$ cat src/hdl/lsdh_pkg.sv
// Shared types and constants for the LRU stack distance histogram.
// No dependencies; imported by every module of the block.
package lsdh_pkg;

    localparam int DEF_STACK_DEPTH = 256;
    localparam int DEF_KEY_BITS    = 32;

    localparam int KEY_IN_W  = 32;
    localparam int BIDX_W    = 9;
    localparam int DIST_W    = 8;
    localparam int OUTC_W    = 2;
    localparam int COUNT_W   = 32;

    localparam logic [COUNT_W-1:0] COUNT_MAX = '1;

    // action codes
    localparam logic ACT_ACCESS = 1'b0;
    localparam logic ACT_READ   = 1'b1;

    // outcome codes
    localparam logic [OUTC_W-1:0] OUT_HIT    = 2'd0;
    localparam logic [OUTC_W-1:0] OUT_BEYOND = 2'd1;
    localparam logic [OUTC_W-1:0] OUT_READ   = 2'd2;

    // broadcast to every stack cell
    typedef struct packed {
        logic compare;
        logic update;
        logic hit;
    } cell_ctrl_t;

    // request to the histogram store
    typedef struct packed {
        logic start;
        logic bump;
    } hist_req_t;

endpackage

$ cat src/hdl/lsdh_cell.sv
// One entry of the recency stack: key, valid flag and match flag.
// Depends on lsdh_pkg.
module lsdh_cell #(
    parameter int KEY_BITS    = lsdh_pkg::DEF_KEY_BITS,
    parameter int STACK_DEPTH = lsdh_pkg::DEF_STACK_DEPTH,
    parameter int CELL_POS    = 0
) (
    input  logic                             clk,
    input  logic                             rst_n,
    input  lsdh_pkg::cell_ctrl_t             ctrl,
    input  logic [$clog2(STACK_DEPTH)-1:0]   hit_pos,
    input  logic [KEY_BITS-1:0]              search_key,
    input  logic [KEY_BITS-1:0]              prev_key,
    input  logic                             prev_valid,
    output logic [KEY_BITS-1:0]              key,
    output logic                             valid,
    output logic                             match
);
    import lsdh_pkg::*;

    localparam int POS_W = $clog2(STACK_DEPTH);

    logic [KEY_BITS-1:0] key_reg;
    logic                valid_reg;
    logic                match_reg;
    logic                shift_en;

    // a miss shifts the whole row; a hit only the cells at or above it
    assign shift_en = ctrl.update && (!ctrl.hit || (POS_W'(CELL_POS) <= hit_pos));

    always_ff @(posedge clk or negedge rst_n)
    begin
        if (!rst_n)
        begin
            valid_reg <= 1'b0;
            match_reg <= 1'b0;
        end
        else
        begin
            if (ctrl.compare)
            begin
                match_reg <= valid_reg && (key_reg == search_key);
            end
            if (shift_en)
            begin
                valid_reg <= prev_valid;
            end
        end
    end

    always_ff @(posedge clk)
    begin
        if (shift_en)
        begin
            key_reg <= prev_key;
        end
    end

    assign key   = key_reg;
    assign valid = valid_reg;
    assign match = match_reg;

endmodule

$ cat config.mk
export PLATFORM = sky130hd
export DESIGN_NAME = lsdh_cell
export DESIGN_NICKNAME = d
export VERILOG_FILES = /design/src/hdl/lsdh_pkg.sv /design/src/hdl/lsdh_cell.sv
export SDC_FILE = /design/constraint.sdc
export NUM_CORES = 1
export LEC_CHECK = 0
export ABC_AREA = 1
export BUFFER_PORTS_ARGS = -buffer_cell sky130_fd_sc_hd__buf_2
export CORE_MARGIN = 1
export CORE_UTILIZATION = 44
export CTS_CLUSTER_DIAMETER = 120
export DETAILED_ROUTE_END_ITERATION = 7
export GPL_TIMING_DRIVEN = 0
export HOLD_SLACK_MARGIN = 0.1
export PLACE_DENSITY = 0.85
export RECOVER_POWER = 50
export SLEW_MARGIN = 5
export SYNTH_ARGS = -nofsm -noshare
export SYNTH_HDL_FRONTEND = slang
export SYNTH_SLANG_ARGS = --single-unit
$ cat constraint.sdc
create_clock -name clk -period 3.2 [get_ports clk]
set_input_delay 0.64 -clock clk [delete_from_list [all_inputs] [get_ports clk]]
set_output_delay 0.64 -clock clk [all_outputs]
set_load 0.005 [all_outputs]
# == After elaboration in Yosys (flattened, before gate mapping) ==
# Index checks and enable logic that the tools add are counted.
# op_classes
eq_ne,1
magnitude_cmp,1
reduce_logical,4
# ops
op,n
equality test 32 bit,1
less-or-equal comparator 1 x 8 -> 1 bit (first input constant),1
logical AND 1 bit,2
logical NOT 1 bit,1
logical OR 1 bit,1
# totals
ff_bits,34
elab_cells,9
inputBits,78

# == Depth between registers and ports, before layout ==
# depth
word_depth,3
depth_mapped,10
depth_no_buf,10

# == Least setup slack after synthesis ==
# Ideal clock, no wire load.
# synth_timing
path_kind,input to register
start,in search_key[15]
end,reg match_reg (netlist: match)
stages,8
path_slack_ns,1.888
arrival_ns,1.195
setup_time_ns,0.116
path_cell_list,inv_1 > or2_2 > nand3_1 > nor2_1 > nand2_1 > nor2_1 > nand2_1 > nand2_1
# synth_via
elab_chain_cells,2
# synth_rtl
element,line,rtl
from (decl),lsdh_cell.sv:12,"input logic [KEY_BITS-1:0] search_key,"
equality test 32 bit,lsdh_cell.sv:42,match_reg <= valid_reg && (key_reg == search_key);
logical AND 1 bit,lsdh_cell.sv:42,
to (signal assigned),lsdh_cell.sv:42,
to (decl),lsdh_cell.sv:25,logic match_reg;
# Every way passes these cells.
# A chain may end at the register's enable or synchronous reset.

# == Worst setup path in the final report ==
# layout_timing
start,in ctrl[1] in the netlist's numbering
end,reg valid_reg (netlist: valid)
# layout_via
elab_chain_cells,1
# layout_rtl
element,line,rtl
from (decl),lsdh_cell.sv:10,"input lsdh_pkg::cell_ctrl_t ctrl,"
logical AND 1 bit,lsdh_cell.sv:29,assign shift_en = ctrl.update && (!ctrl.hit || (POS_W'(CELL_POS) <= hit_pos));
to (signal assigned),lsdh_cell.sv:46,valid_reg <= prev_valid;
to (decl),lsdh_cell.sv:24,logic valid_reg;
# Every way passes these cells.

==> reports/summary.md <==
Traced cell by cell, the critical path runs through clkbuf_1 > mux2_2. The total buffers and inverters traversed by the critical path came out at 1. The logs give 0.180 for the all-layer global routing usage and -0.126 for the headroom to the max-slew limit. For the utilization of the core after routing, the log shows 0.652.

The register with the most flip-flops in the layout has 32 of them. The post-cts gate resize count was 0; the final hold violation count was 0. The number of input and output port buffers inserted is 102, and the area overhead of the layout relative to synthesis is 38.6%. The clock period minus final worst setup slack came out at 2.06 ns. Summed over all layers, the global routing overflow is 0. The die is 62.4 µm wide. The longest individual stage delay on the worst path came out at 1.20 ns. The met3 usage in global routing was 0.0493.

The first routing iteration left 44 violations. The core region area was 0.00342 mm². The remaining antenna violation count was 0. The clock tree root buffer cell is clkbuf_4. In this run the critical register-to-register path is captured at match. The detailed router placed 1424 vias in this run. The routed length per placed instance is 9.87 µm, and the number of clock sinks is 34. The synthesized netlist contains 15 unique library cells. The flow ran to the end, but the final reports show violations. In this run the mean area of a mapped cell was 9.39 µm². The effective utilization at floorplan came out at 0.470.

The first global-routing pass estimated 5230 µm of wire. The Yosys step of the flow raised 0 warnings. Based on the critical path, the design can be clocked at up to 0.484 GHz. Setup violations remaining at the end of the flow were counted as 0.

Clock-pin slew was measured on the worst setup and hold paths at 0.09 ns. Sort of element at the end of the critical path: a register. After detailed routing, the number of remaining DRC violations is 0. The timing endpoint of the critical path was valid. The max-slew violation count was 34; the synthesized netlist net count was 249. For the final clock skew, the log shows 0.00372 ns.

The checks that failed: max-capacitance violations, max-slew violations. The number of global-route vias before repair was 1386. 112 I/O pins were placed. The highest net fanout along the worst path is 33. The worst-case IR drop observed on VDD is 0.000269 V.

The critical path starts at ctrl[1]. The logs give 5 for the number of buffers inserted during clock tree synthesis and 0.629 for the share of synthesized area occupied by flip-flops and latches. The tools report the maximum number of pins on one net before global-route repair as 34. The path class of the tightest hold or removal check is primary input to register. The cell area that synthesis handed to floorplanning was 0.00161 mm². The met2 track demand over resource was 0.340. The critical path start-end classification is primary input to register.

The number of synthesized register bits was 34; the number of cell rows was 21. The global-route met1 utilization was 0.168; the depth of the critical timing path with buffers and inverters included was 2. The run gives 0.00390 mm² as the die area.

In the final timing run, aggregate negative setup slack is 0 ns. Counting every instance in the synthesized netlist gives 171. For the leakage power figure, the log shows 0.00119 µW. TritonCTS built the clock tree. The vertical die dimension was 62.4 µm; the share of the clock period used by the worst path after layout was 0.645. The worst-path cell with the longest stage delay was clkbuf_1. The worst endpoint required time is 3.41 ns. The tools report the routed wire length as 3230 µm. The arrival time reported for the critical path endpoint was 2.28 ns; the final net count was 359. The number of max-capacitance violations reported is 1, and the placer congestion estimate is 0.748. The run gives 2630 µm as the HPWL after detailed placement. After routing the design area is 0.00223 mm². The startpoint identified for the worst register-to-register timing path is key[27]. The first TritonRoute pass finished after 4 iterations. For the worst-skew pair, the clock arrives at the later sink with an insertion delay of 0.32 ns. The tools report the startpoint class of the critical path as a primary input. 0 antenna diodes ended up in the layout.

The slew at the pin with the worst max-slew slack is 1.69 ns. In this run the most used layer during global routing was met2. The run gives 0 as the initial antenna violation count.

Fraction of final layout cells sized beyond drive strength 1: 0.388. Power per cell area: 407 mW/mm². The area of placed instances is 0.00217 mm², and the via-per-instance ratio is 4.35. For the register-to-register path setup slack, the log shows 2.08 ns.

Setup repair after global routing left no endpoint under its margin. The maximum number of buffers from clock root to sink is 2, and the hold-critical path depth is 1. The number of cells on the worst reg-to-reg path came out at 9. Cell type group with the largest total delay on the critical path: buffers and inverters. The run gives 319 as the total placed cells including tap cells.

The H-tree was split into 2 levels. Final cell count without fillers: 327. The total power after layout is 906 µW.
[synthesized netlist by cell type (all sizes together)]
cell type / n / area, µm²
or2: 2 / 12.5
edfxtp: 32 / 961
mux2: 1 / 11.3
o22ai: 1 / 6.26
dfrtp: 2 / 50.1
a21oi: 1 / 5.00
nand4: 4 / 25.0
nand2: 57 / 214
inv: 40 / 150
nor2: 16 / 62.6
xor2: 2 / 17.5
xnor2: 7 / 61.3
o21ai: 3 / 15.0
nand3: 3 / 15.0
[power by group]
group | internal, µW | total (µW) | switching, µW
combinational | 81.3 | 152 | 70.3
sequential | 527 | 548 | 21.4
clock | 82.7 | 206 | 123
[cells in the final DEF, fill, tap and decap left out, types with 2 or more instances in the layout]
cell	n
nand3_1	3
nand4_1	4
buf_2	100
xor2_1	2
clkbuf_1	4
clkbuf_4	5
or2_2	2
nor2_1	15
nand2_1	57
inv_1	40
o21ai_0	3
edfxtp_1	32
dfrtp_1	2
xnor2_1	7
[stage by stage]
| step | hold slack, ns | worst slack, ns |
|---|---|---|
| after floorplan | 0.344 | 1.89 |
| after global placement | 0.427 | 1.47 |
| after detailed placement | 0.430 | 1.46 |
| after CTS | 0.464 | 1.64 |
| after global routing | 0.456 | 1.00 |
| final | 0.484 | 1.14 |
[logic make-up (layout without fill, tap and decap cells)]
logic type | Yosys count | count (layout) | synth area share
AOI/OAI and AO/OA | 5 | 5 | 0.0164
muxes | 1 | 1 | 0.00701
DFF | 34 | 34 | 0.629
buffers and inverters | 40 | 150 | 0.0935
and+or+nand+nor | 82 | 82 | 0.205
xor gates and xnor gates | 9 | 9 | 0.0491
[layer usage]
metal	share of wire	wire [µm]
met3	0.067	215
met5	0	0
met4	0.033	108
met2	0.52	1680
met1	0.38	1220
[worst min path at each step]
stage / startpoint / end / slack, ns
floorplan: rst_n / match / 0.34
global placement: rst_n / valid / 0.43
detailed placement: rst_n / valid / 0.43
CTS: prev_key[27] / key[27] / 0.46
global route: prev_key[25] / key[25] / 0.46
finish: prev_key[27] / key[27] / 0.48
[cell type report]
type | count | area (µm²)
fill | 304 | 1190
sequential | 34 | 1010
timing repair buffer | 103 | 518
multi-input combinational | 97 | 445
inverter | 40 | 150
tap | 46 | 57.6
clock buffer | 7 | 45.0
[repair_timing]
item	4_1_cts	5_1_grt
buffers inserted	0	0
hold buffers	1	0
endpoints found under the hold margin	2	0
Power figures use the tool's default switching activity.
